File: config.mk
export PLATFORM = sky130hd
export DESIGN_NAME = diff_drive_wheel_rpm_limiter_core
export DESIGN_NICKNAME = d
export VERILOG_FILES = /design/src/rtl/core/ddwrl_pkg.sv /design/src/rtl/core/ddwrl_smul.sv /design/src/rtl/core/ddwrl_sdiv.sv /design/src/rtl/core/diff_drive_wheel_rpm_limiter_core.sv
export SDC_FILE = /design/constraint.sdc
export NUM_CORES = 2
export LEC_CHECK = 0
export BUFFER_PORTS_ARGS = -buffer_cell sky130_fd_sc_hd__buf_2
export CAP_MARGIN = 20
export CORE_AREA = 2 2 244 366
export DETAILED_ROUTE_END_ITERATION = 16
export DIE_AREA = 0 0 246 368
export GPL_TIMING_DRIVEN = 0
export HOLD_SLACK_MARGIN = 0.15
export SYNTH_ARGS = -nofsm -noshare
export SYNTH_HDL_FRONTEND = slang
export SYNTH_SLANG_ARGS = --single-unit
File: constraint.sdc
create_clock -name clk -period 12.6 [get_ports clk]
set_input_delay 1.89 -clock clk [delete_from_list [all_inputs] [get_ports clk]]
set_output_delay 1.89 -clock clk [all_outputs]
set_load 0.05 [all_outputs]
File: src/rtl/core/ddwrl_pkg.sv
// Shared types and constants for the differential-drive wheel rpm limiter.
package ddwrl_pkg;

  localparam int MAG_W  = 32;  // magnitude of linear / tangential term, um/min
  localparam int SCL_W  = 17;  // Q1.16 scale factor, up to 1.0
  localparam int PROD_W = MAG_W + SCL_W;
  localparam int SUM_W  = 35;  // signed L +/- T
  localparam int DVD_W  = 38;  // |L +/- T| * 16
  localparam int DVS_W  = 21;  // circumference
  localparam int CFG_W  = 21;
  localparam int RPM_W  = 17;

  localparam int MUL_STEPS = SCL_W;
  localparam int DIV_STEPS = DVD_W;

  localparam logic [SCL_W-1:0] SCALE_ONE  = 17'd65536;
  localparam logic [SCL_W-1:0] SCALE_STEP = 17'd2185;
  localparam logic [SCL_W-1:0] LIN_GAIN   = 17'd60000;

  localparam logic [1:0] CFG_CIRC   = 2'd0;
  localparam logic [1:0] CFG_TRACK  = 2'd1;
  localparam logic [1:0] CFG_MAXRPM = 2'd2;

  localparam logic [DVS_W-1:0] CIRC_RST   = 21'd213628;
  localparam logic [11:0]      TRACK_RST  = 12'd200;
  localparam logic [11:0]      MAXRPM_RST = 12'd900;

  typedef enum logic [2:0] {
    ST_IDLE,
    ST_MUL_GO,
    ST_MUL_WAIT,
    ST_DIV_GO,
    ST_DIV_WAIT,
    ST_CHECK,
    ST_OUT
  } state_t;

endpackage

File: src/rtl/core/ddwrl_smul.sv
// Bit-serial unsigned multiplier, one multiplier bit per cycle.
module ddwrl_smul (
  input  logic                          clk,
  input  logic                          rst,
  input  logic                          start,
  input  logic [ddwrl_pkg::MAG_W-1:0]   mcand,
  input  logic [ddwrl_pkg::SCL_W-1:0]   mplier,
  output logic [ddwrl_pkg::PROD_W-1:0]  prod,
  output logic                          done
);
  import ddwrl_pkg::*;

  localparam int CNT_W = $clog2(MUL_STEPS);

  logic [MAG_W-1:0] a;
  logic [CNT_W-1:0] cnt;
  logic             busy;
  logic [MAG_W:0]   sum;

  // upper half accumulates, lower half shifts the multiplier out
  assign sum = {1'b0, prod[PROD_W-1:SCL_W]} + (prod[0] ? {1'b0, a} : '0);

  always_ff @(posedge clk) begin
    if (rst) begin
      busy <= 1'b0;
      done <= 1'b0;
      cnt  <= '0;
    end else begin
      done <= 1'b0;
      if (start) begin
        busy <= 1'b1;
        cnt  <= '0;
      end else if (busy) begin
        cnt <= cnt + 1'b1;
        if (cnt == CNT_W'(MUL_STEPS - 1)) begin
          busy <= 1'b0;
          done <= 1'b1;
        end
      end
    end
  end

  always_ff @(posedge clk) begin
    if (start) begin
      a    <= mcand;
      prod <= {{MAG_W{1'b0}}, mplier};
    end else if (busy) begin
      prod <= {sum, prod[SCL_W-1:1]};
    end
  end

endmodule

File: src/rtl/core/ddwrl_sdiv.sv
// Bit-serial restoring divider, one quotient bit per cycle.
module ddwrl_sdiv (
  input  logic                         clk,
  input  logic                         rst,
  input  logic                         start,
  input  logic [ddwrl_pkg::DVD_W-1:0]  dividend,
  input  logic [ddwrl_pkg::DVS_W-1:0]  divisor,
  output logic [ddwrl_pkg::DVD_W-1:0]  quot,
  output logic                         done
);
  import ddwrl_pkg::*;

  localparam int CNT_W = $clog2(DIV_STEPS);

  logic [DVS_W-1:0] dvs;
  logic [DVS_W:0]   rem;
  logic [DVS_W:0]   rsh;
  logic             ge;
  logic [CNT_W-1:0] cnt;
  logic             busy;

  assign rsh = {rem[DVS_W-1:0], quot[DVD_W-1]};
  assign ge  = rsh >= {1'b0, dvs};

  always_ff @(posedge clk) begin
    if (rst) begin
      busy <= 1'b0;
      done <= 1'b0;
      cnt  <= '0;
    end else begin
      done <= 1'b0;
      if (start) begin
        busy <= 1'b1;
        cnt  <= '0;
      end else if (busy) begin
        cnt <= cnt + 1'b1;
        if (cnt == CNT_W'(DIV_STEPS - 1)) begin
          busy <= 1'b0;
          done <= 1'b1;
        end
      end
    end
  end

  // quot holds the dividend and fills with quotient bits from the bottom
  always_ff @(posedge clk) begin
    if (start) begin
      quot <= dividend;
      rem  <= '0;
      dvs  <= (divisor == '0) ? DVS_W'(1) : divisor;
    end else if (busy) begin
      rem  <= ge ? (rsh - {1'b0, dvs}) : rsh;
      quot <= {quot[DVD_W-2:0], ge};
    end
  end

endmodule

File: src/rtl/core/diff_drive_wheel_rpm_limiter_core.sv
// Differential-drive wheel rpm limiter: top level, control and datapath registers.
// Turns (linear_vel mm/s, angular_vel mrad/s) into left/right wheel speeds in 1/16 rpm,
// shrinking both terms by compounding factors 1 - k*2185/65536 until both wheels are
// within 16*max_rpm; after MAX_ROUNDS failed rounds both outputs are zero. One command
// at a time. Each pass (the first, then one per shrink round) runs the bit-serial multipliers
// (17 steps), then the bit-serial dividers (38 steps), then the limit check; the first pass
// multiplies by the gains, later ones by the shrink factor. A finished result waits in the
// output register while the next command is taken; the input opens in the cycle after the
// result is loaded. cfg_ready is always high; write registers only while idle.
module diff_drive_wheel_rpm_limiter_core #(
  parameter int MAX_ROUNDS = 30
) (
  input  logic                          clk,
  input  logic                          rst,
  input  logic                          in_valid,
  output logic                          in_stall,
  input  logic signed [15:0]            linear_vel,
  input  logic signed [15:0]            angular_vel,
  output logic                          out_valid,
  input  logic                          out_stall,
  output logic signed [ddwrl_pkg::RPM_W-1:0] left_rpm,
  output logic signed [ddwrl_pkg::RPM_W-1:0] right_rpm,
  output logic                          was_scaled,
  output logic [4:0]                    scale_rounds,
  input  logic                          cfg_valid,
  output logic                          cfg_ready,
  input  logic [1:0]                    cfg_index,
  input  logic [ddwrl_pkg::CFG_W-1:0]   cfg_data
);
  import ddwrl_pkg::*;

  localparam int RW = $clog2(MAX_ROUNDS + 1);

  state_t state, state_next;

  logic [DVS_W-1:0] circ;
  logic [11:0]      track;
  logic [11:0]      max_rpm;

  logic             lin_neg, tan_neg;
  logic [MAG_W-1:0] lin_mag, tan_mag;
  logic [SCL_W-1:0] scale;
  logic [RW-1:0]    rounds;
  logic             first;
  logic             left_neg, right_neg;
  logic             ok_r;

  logic             mul_start, div_start, load_out, accept;
  logic [SCL_W-1:0] track30;
  logic [PROD_W-1:0] prod_l, prod_t;
  logic             done_ml, done_mt, mul_done;
  logic [DVD_W-1:0] quot_l, quot_r;
  logic             done_dl, done_dr, div_done;
  logic signed [SUM_W-1:0] lin_s, tan_s, dl, dr;
  logic [SUM_W-1:0] dl_mag, dr_mag;
  logic [DVD_W-1:0] lim;
  logic             ok_now, rounds_max;

  assign cfg_ready = 1'b1;
  assign accept    = in_valid && !in_stall;
  assign track30   = {track, 5'b0} - {4'b0, track, 1'b0};
  assign mul_done  = done_ml && done_mt;
  assign div_done  = done_dl && done_dr;

  assign lin_s  = lin_neg ? -SUM_W'(lin_mag) : SUM_W'(lin_mag);
  assign tan_s  = tan_neg ? -SUM_W'(tan_mag) : SUM_W'(tan_mag);
  assign dl     = lin_s - tan_s;
  assign dr     = lin_s + tan_s;
  assign dl_mag = dl[SUM_W-1] ? -dl : dl;
  assign dr_mag = dr[SUM_W-1] ? -dr : dr;

  assign lim        = {{(DVD_W-16){1'b0}}, max_rpm, 4'b0};
  assign ok_now     = (quot_l <= lim) && (quot_r <= lim);
  assign rounds_max = int'(rounds) >= MAX_ROUNDS;

  ddwrl_smul u_mul_lin (
    .clk, .rst, .start(mul_start), .mcand(lin_mag),
    .mplier(first ? LIN_GAIN : scale), .prod(prod_l), .done(done_ml)
  );

  ddwrl_smul u_mul_tan (
    .clk, .rst, .start(mul_start), .mcand(tan_mag),
    .mplier(first ? track30 : scale), .prod(prod_t), .done(done_mt)
  );

  ddwrl_sdiv u_div_left (
    .clk, .rst, .start(div_start), .dividend({dl_mag[SUM_W-2:0], 4'b0}),
    .divisor(circ), .quot(quot_l), .done(done_dl)
  );

  ddwrl_sdiv u_div_right (
    .clk, .rst, .start(div_start), .dividend({dr_mag[SUM_W-2:0], 4'b0}),
    .divisor(circ), .quot(quot_r), .done(done_dr)
  );

  always_ff @(posedge clk) begin
    if (rst) begin
      circ    <= CIRC_RST;
      track   <= TRACK_RST;
      max_rpm <= MAXRPM_RST;
    end else if (cfg_valid && cfg_ready) begin
      case (cfg_index)
        CFG_CIRC:   circ    <= cfg_data;
        CFG_TRACK:  track   <= cfg_data[11:0];
        CFG_MAXRPM: max_rpm <= cfg_data[11:0];
        default:    ;
      endcase
    end
  end

  always_ff @(posedge clk) begin
    if (rst) state <= ST_IDLE;
    else     state <= state_next;
  end

  always_comb begin
    state_next = state;
    case (state)
      ST_IDLE:     if (accept) state_next = ST_MUL_GO;
      ST_MUL_GO:   state_next = ST_MUL_WAIT;
      ST_MUL_WAIT: if (mul_done) state_next = ST_DIV_GO;
      ST_DIV_GO:   state_next = ST_DIV_WAIT;
      ST_DIV_WAIT: if (div_done) state_next = ST_CHECK;
      ST_CHECK:    state_next = (ok_now || rounds_max) ? ST_OUT : ST_MUL_GO;
      ST_OUT:      if (load_out) state_next = ST_IDLE;
      default:     state_next = ST_IDLE;
    endcase
  end

  always_comb begin
    in_stall  = 1'b1;
    mul_start = 1'b0;
    div_start = 1'b0;
    load_out  = 1'b0;
    case (state)
      ST_IDLE:   in_stall  = 1'b0;
      ST_MUL_GO: mul_start = 1'b1;
      ST_DIV_GO: div_start = 1'b1;
      ST_OUT:    load_out  = !out_valid || !out_stall;
      default:   ;
    endcase
  end

  always_ff @(posedge clk) begin
    if (rst) begin
      rounds <= '0;
      first  <= 1'b0;
    end else if (accept) begin
      rounds <= '0;
      first  <= 1'b1;
    end else begin
      if (mul_done) first <= 1'b0;
      if (state == ST_CHECK && !ok_now && !rounds_max) rounds <= rounds + 1'b1;
    end
  end

  always_ff @(posedge clk) begin
    if (accept) begin
      lin_neg <= linear_vel[15];
      tan_neg <= angular_vel[15];
      lin_mag <= {16'b0, linear_vel[15] ? 16'(-linear_vel) : linear_vel};
      tan_mag <= {16'b0, angular_vel[15] ? 16'(-angular_vel) : angular_vel};
      scale   <= SCALE_ONE;
    end else begin
      if (mul_done) begin
        lin_mag <= first ? prod_l[MAG_W-1:0] : prod_l[MAG_W+15:16];
        tan_mag <= first ? prod_t[MAG_W-1:0] : prod_t[MAG_W+15:16];
      end
      if (state == ST_DIV_GO) begin
        left_neg  <= dl[SUM_W-1];
        right_neg <= dr[SUM_W-1];
      end
      if (state == ST_CHECK) begin
        ok_r <= ok_now;
        if (!ok_now) scale <= (scale >= SCALE_STEP) ? scale - SCALE_STEP : '0;
      end
    end
  end

  always_ff @(posedge clk) begin
    if (rst) out_valid <= 1'b0;
    else if (load_out) out_valid <= 1'b1;
    else if (out_valid && !out_stall) out_valid <= 1'b0;
  end

  always_ff @(posedge clk) begin
    if (load_out) begin
      left_rpm     <= !ok_r ? '0 : left_neg ? RPM_W'(-quot_l[RPM_W-1:0]) : quot_l[RPM_W-1:0];
      right_rpm    <= !ok_r ? '0 : right_neg ? RPM_W'(-quot_r[RPM_W-1:0]) : quot_r[RPM_W-1:0];
      was_scaled   <= rounds != '0;
      scale_rounds <= (int'(rounds) > 31) ? 5'd31 : 5'(rounds);
    end
  end

  a_rounds_bound: assert property (@(posedge clk) disable iff (rst)
    int'(rounds) <= MAX_ROUNDS) else $error("round count past limit");

  a_scaled_flag: assert property (@(posedge clk) disable iff (rst)
    (out_valid && scale_rounds != 5'd0) |-> was_scaled) else $error("scaled flag mismatch");

  a_mul_done_wait: assert property (@(posedge clk) disable iff (rst)
    mul_done |-> state == ST_MUL_WAIT) else $error("multiply finished outside wait");

  a_retry: assert property (@(posedge clk) disable iff (rst)
    (state == ST_CHECK && !ok_now && !rounds_max) |=> state == ST_MUL_GO)
    else $error("failed check did not start a shrink round");

endmodule

==> metrics.log <==
[metrics] ANT nets after route: 0
[metrics] Crit. Startpoint: lin_mag[10]$_DFFE_PP_
[metrics] Slowest-stage cell, CP: a2111oi_0
[metrics] via count: 29560
[metrics] count of buffers from port buffering: 100
[metrics] clock skew after layout: 0.03755 ns
[metrics] path type of the worst min-delay path: flip-flop to flip-flop
[metrics] post-layout net count: 4398
[metrics] critical path's top delay family: compound AO/OA/AOI/OAI gates
[metrics] ordered list of cells on the worst path: or4_4 > or4_1 > or3_4 > or4b_1 > buf_2 > nand2_1 > xnor2_1 > ha_1 > clkbuf_1 > clkbuf_1 > o31ai_1 > a211oi_1 > o31ai_1 > a221oi_1 > mux2_2 > a2111oi_0 > xor2_1 > o21ai_0
[metrics] global-route wire length before repair: 166.4 mm
[metrics] # IOs: 103
[metrics] warning count from the yosys run: 0
[metrics] number of placed cells counting well taps: 5196
[metrics] latest clock arrival within the worst-skew pair: 0.65 ns
[metrics] run status: finished, final reports clean
[metrics] Fmax achieved: 138.1 MHz
[metrics] drc violations: 0
[metrics] H-tree depth: 2
[metrics] fraction of synthesized cell area taken by the top area cell type: 22.87%
[metrics] count of filler cells inserted in the layout: 8661
[metrics] Clock Tree Buf Depth: 3
[metrics] cell count of the worst hold path: 2
[metrics] post-CTS repair timing setup buffer count: 0
[metrics] post-cts repair resize count: 0
[metrics] data required time at the worst endpoint: 12.94 ns
[metrics] Syn Nets: 4238
[metrics] routed length on met1: 41.46 mm
[metrics] HPWL Detailed: 87.88 mm
[metrics] Area Overhead vs Synth: 11.18%
[metrics] areal power density over the cells: 274.9 mW/mm²
[metrics] CTS sink cnt: 512
[metrics] total global routing track utilization: 23.72%
[metrics] Layout Utilization: 44.11%
[metrics] # hold bufs at CTS: 0
[metrics] count of inserted antenna diode cells: 0
[metrics] routed wire length on met3: 4.065 mm
[metrics] post-DR vias/cell: 5.582
[metrics] worst setup slack for register-to-register paths: 5.36 ns
[metrics] post-route fraction of the period consumed by the critical path: 57.46%
[metrics] GP Congestion: 0.9230
[metrics] normalized max-slew margin: 29.43%
[metrics] non-filler instance count after layout: 5295
[metrics] Top Metal Used: met4
[metrics] number of antenna violations at the first check in global routing: 0
[metrics] Synth Register Bits: 512
[metrics] leading post-synthesis cells by cell area: edfxtp_1, dfxtp_1, ha_1, xnor2_1, mux2i_1
[metrics] synthesized area per cell: 8.789 µm²
[metrics] via count of the first global-routing pass: 28920
[metrics] worst vdd ir: 0.1257 mV
[metrics] die height: 368 µm
[metrics] initial core utilization: 39.68%
[metrics] worst-path maximum fanout: 10
[metrics] post-synth top area cell: edfxtp_1
[metrics] biggest cell delay along the critical path: 0.65 ns
[metrics] post-synthesis sequential area ratio: 37.19%
[metrics] Primary FF master, synth: edfxtp_1
[metrics] total die area: 0.09053 mm²
[metrics] RSZ-0062 raised after global routing: no
[metrics] average routed wire per standard cell: 20.62 µm
[metrics] number of buffers added by the clock tree synthesis step: 53
[metrics] number of synthesized flops with an enable pin: 264
[metrics] final hold vios: 0
[metrics] startpoint kind of the worst setup timing path: flip-flop
[metrics] startpoint of the lowest-slack register-to-register path: lin_mag[10]$_DFFE_PP_
[metrics] total overflow reported by the global router: 0
[metrics] number of search-and-repair iterations in the first detailed-routing pass: 6
[metrics] Max-cap violations: 0
[metrics] crit path capture type: flip-flop
[metrics] final critical path time including I/O delays and setup: 7.239 ns
[metrics] clock tree from TritonCTS: done
[metrics] clock tree root driver cell: clkbuf_16
[metrics] number of buffers and inverters on the critical path: 3
[metrics] R2R Path End: u_div_left.quot[37]$_DFFE_PP_
[metrics] class of the most critical setup path: flip-flop to flip-flop
[metrics] Mapped Cells: 3944
[metrics] Worst Min Path Start: max_rpm[10]$_SDFFE_PP0P_
[metrics] transition time at the pin with the least slew margin: 1.049 ns
[metrics] cell leakage power: 14.99 nW
[metrics] Die X-Extent: 246 µm
[metrics] post-CTS clock slew at the launch and capture registers of the worst setup and hold paths: 0.06 ns
[metrics] Placed Area: 0.03672 mm²
[metrics] Final Slew Violations: 0
[metrics] met2 layer wire length in the routed design: 56.23 mm
[metrics] combined area of all synthesized cells: 0.03466 mm²
[metrics] summed negative setup slack over all endpoints: 0 ns
[metrics] largest net degree at the start of global routing: 39
[metrics] final instance area: 0.03854 mm²
[metrics] share of cells above drive strength 1: 5.714%
[metrics] WHS Endpoint: max_rpm[10]$_SDFFE_PP0P_
[metrics] total detailed-routing wirelength: 109.2 mm
[metrics] WP data arrival: 7.58 ns
[metrics] CORE AREA: 0.08737 mm²
[metrics] detailed router's first-iteration violation count: 1976
[metrics] number of unique standard cell types used by synthesis: 89
[metrics] standard-cell row count: 133
[metrics] Setup-failing EPs final: 0
[metrics] Worst Reg2Reg Path Length in Cells: 18
[metrics] Synth async-reset ratio: 0%
[metrics] number of stages on the worst setup path: 18
-- cells in the final DEF, fill, tap and decap left out, types with 22 or more instances in the layout --
cell,netlist,final
nand2_1,360,359
nor2_1,331,331
a21oi_1,270,270
edfxtp_1,264,264
xnor2_1,248,248
dfxtp_1,248,248
o21ai_0,240,240
ha_1,228,228
inv_1,191,191
clkbuf_1,179,189
mux2i_1,158,158
and2_1,114,114
nand3_1,108,108
xor2_1,108,108
buf_2,3,104
a21o_1,85,85
a211oi_1,74,74
nor3_1,68,68
o31ai_1,61,61
clkbuf_16,0,55
nand4_1,49,49
nor4_1,42,42
nand2b_1,38,38
or3_1,36,36
o21ai_1,28,28
nor2b_1,27,26
a31oi_1,25,25
or4_1,24,24
o21a_1,24,24
and3_1,24,24
nand3b_1,24,24
o21bai_1,23,23
o41ai_1,22,22
-- layer usage --
layer	vias to the layer above	GRT usage, %
met5	-	0
met1	14010	25.91
met2	802	43.80
li1	14480	-
met4	0	14.51
met3	269	2.063
-- synthesized netlist by cell type, types with 7 or more instances --
cell	instances
a211oi_1	74
nand3_1	108
nor2_1	331
o21ai_0	240
a21boi_0	12
edfxtp_1	264
a31oi_1	25
or2_2	18
o21ai_1	28
xor2_1	108
nand2b_1	38
o41ai_1	22
a21oi_1	270
nand4_1	49
nor2b_1	27
or3_1	36
and4_1	9
nor4b_1	8
and2_1	114
xnor2_1	248
o21bai_1	23
o31a_1	11
nor3b_1	11
and3_1	24
o31ai_1	61
ha_1	228
o21a_1	24
nor4_1	42
dfxtp_1	248
o211ai_1	10
or4_1	24
inv_1	191
a2111oi_0	7
a21o_1	85
a211o_1	11
clkbuf_1	179
nand2_1	360
nor3_1	68
mux2i_1	158
buf_1	17
nand3b_1	24
-- per-stage QoR --
stage	total power (W)	setup WS, ns	hold WS (ns)
floorplan	0.007147	6.869	0.4363
global placement	0.008800	5.333	0.4467
detailed placement	0.008860	5.483	0.4496
CTS	0.01056	5.412	0.4583
global route	0.01135	5.106	0.4833
finish	0.01059	5.361	0.4598
-- worst max-delay path by stage --
stage | slack [ns] | endpoint
finish | 5.36 | u_div_left.quot[37]$_DFFE_PP_
global route | 5.11 | u_div_left.quot[37]$_DFFE_PP_
CTS | 5.41 | u_div_left.quot[37]$_DFFE_PP_
detailed placement | 5.48 | u_div_left.quot[37]$_DFFE_PP_
global placement | 5.33 | u_div_left.quot[37]$_DFFE_PP_
floorplan | 6.87 | u_div_right.quot[36]$_DFFE_PP_
-- cell type report --
cell class / count / area [µm²] / share of cell area (%)
clock inverters: 27 / 334.1 / 0.8668
repair buffers: 105 / 600.6 / 1.558
multi-input cells: 3031 / 20240 / 52.51
flip-flops and latches: 512 / 12890 / 33.45
inverters: 197 / 740.7 / 1.922
clock buffers: 72 / 1490 / 3.867
plain buffers: 204 / 808.3 / 2.097
well taps: 1147 / 1435 / 3.724
-- cell families (layout without fill, tap and decap cells) --
family	after synthesis	after routing	synth area share, %
adder cells (fa/ha/maj)	234	234	8.576
multiplexers	160	160	4.627
AO/OA/AOI/OAI	969	969	17.58
flip-flops	512	512	37.19
other	1	1	0.01082
buffers and inverters	401	605	4.454
XOR/XNOR	356	356	8.995
AND/OR/NAND/NOR	1311	1311	18.56
-- sequential cells by signal, indices dropped and copies added, names as in the netlist, 12 cells and up --
signal,cells
u_mul_lin.prod,49
u_mul_tan.prod,49
u_div_left.quot,38
u_div_right.quot,38
lin_mag,32
tan_mag,32
u_mul_lin.a,32
u_mul_tan.a,32
circ,21
u_div_left.dvs,21
u_div_left.rem,21
u_div_right.rem,21
left_rpm,17
right_rpm,17
scale,17
max_rpm,12
track,12
-- worst reg2reg max path, cell delays in order (launching register included) --
cell and delay (ns):
edfxtp_1 0.57, or4_4 0.62, or4_1 0.47, or3_4 0.37
or4b_1 0.48, buf_2 0.19, nand2_1 0.09, xnor2_1 0.15
ha_1 0.34, clkbuf_1 0.27, clkbuf_1 0.44, o31ai_1 0.17
a211oi_1 0.61, o31ai_1 0.23, a221oi_1 0.54, mux2_2 0.40
a2111oi_0 0.65, xor2_1 0.26, o21ai_0 0.10
-- report_power, final --
part | switching, W | total, W | leakage, nW | internal [W]
sequential | 0.000445 | 0.00276 | 4.51 | 0.00232
clock | 0.000714 | 0.00167 | 0.884 | 0.000957
combinational | 0.00384 | 0.00616 | 9.60 | 0.00232
total | 0.00500 | 0.0106 | 15.0 | 0.00559
No activity file was read; power rests on OpenSTA's default activity.
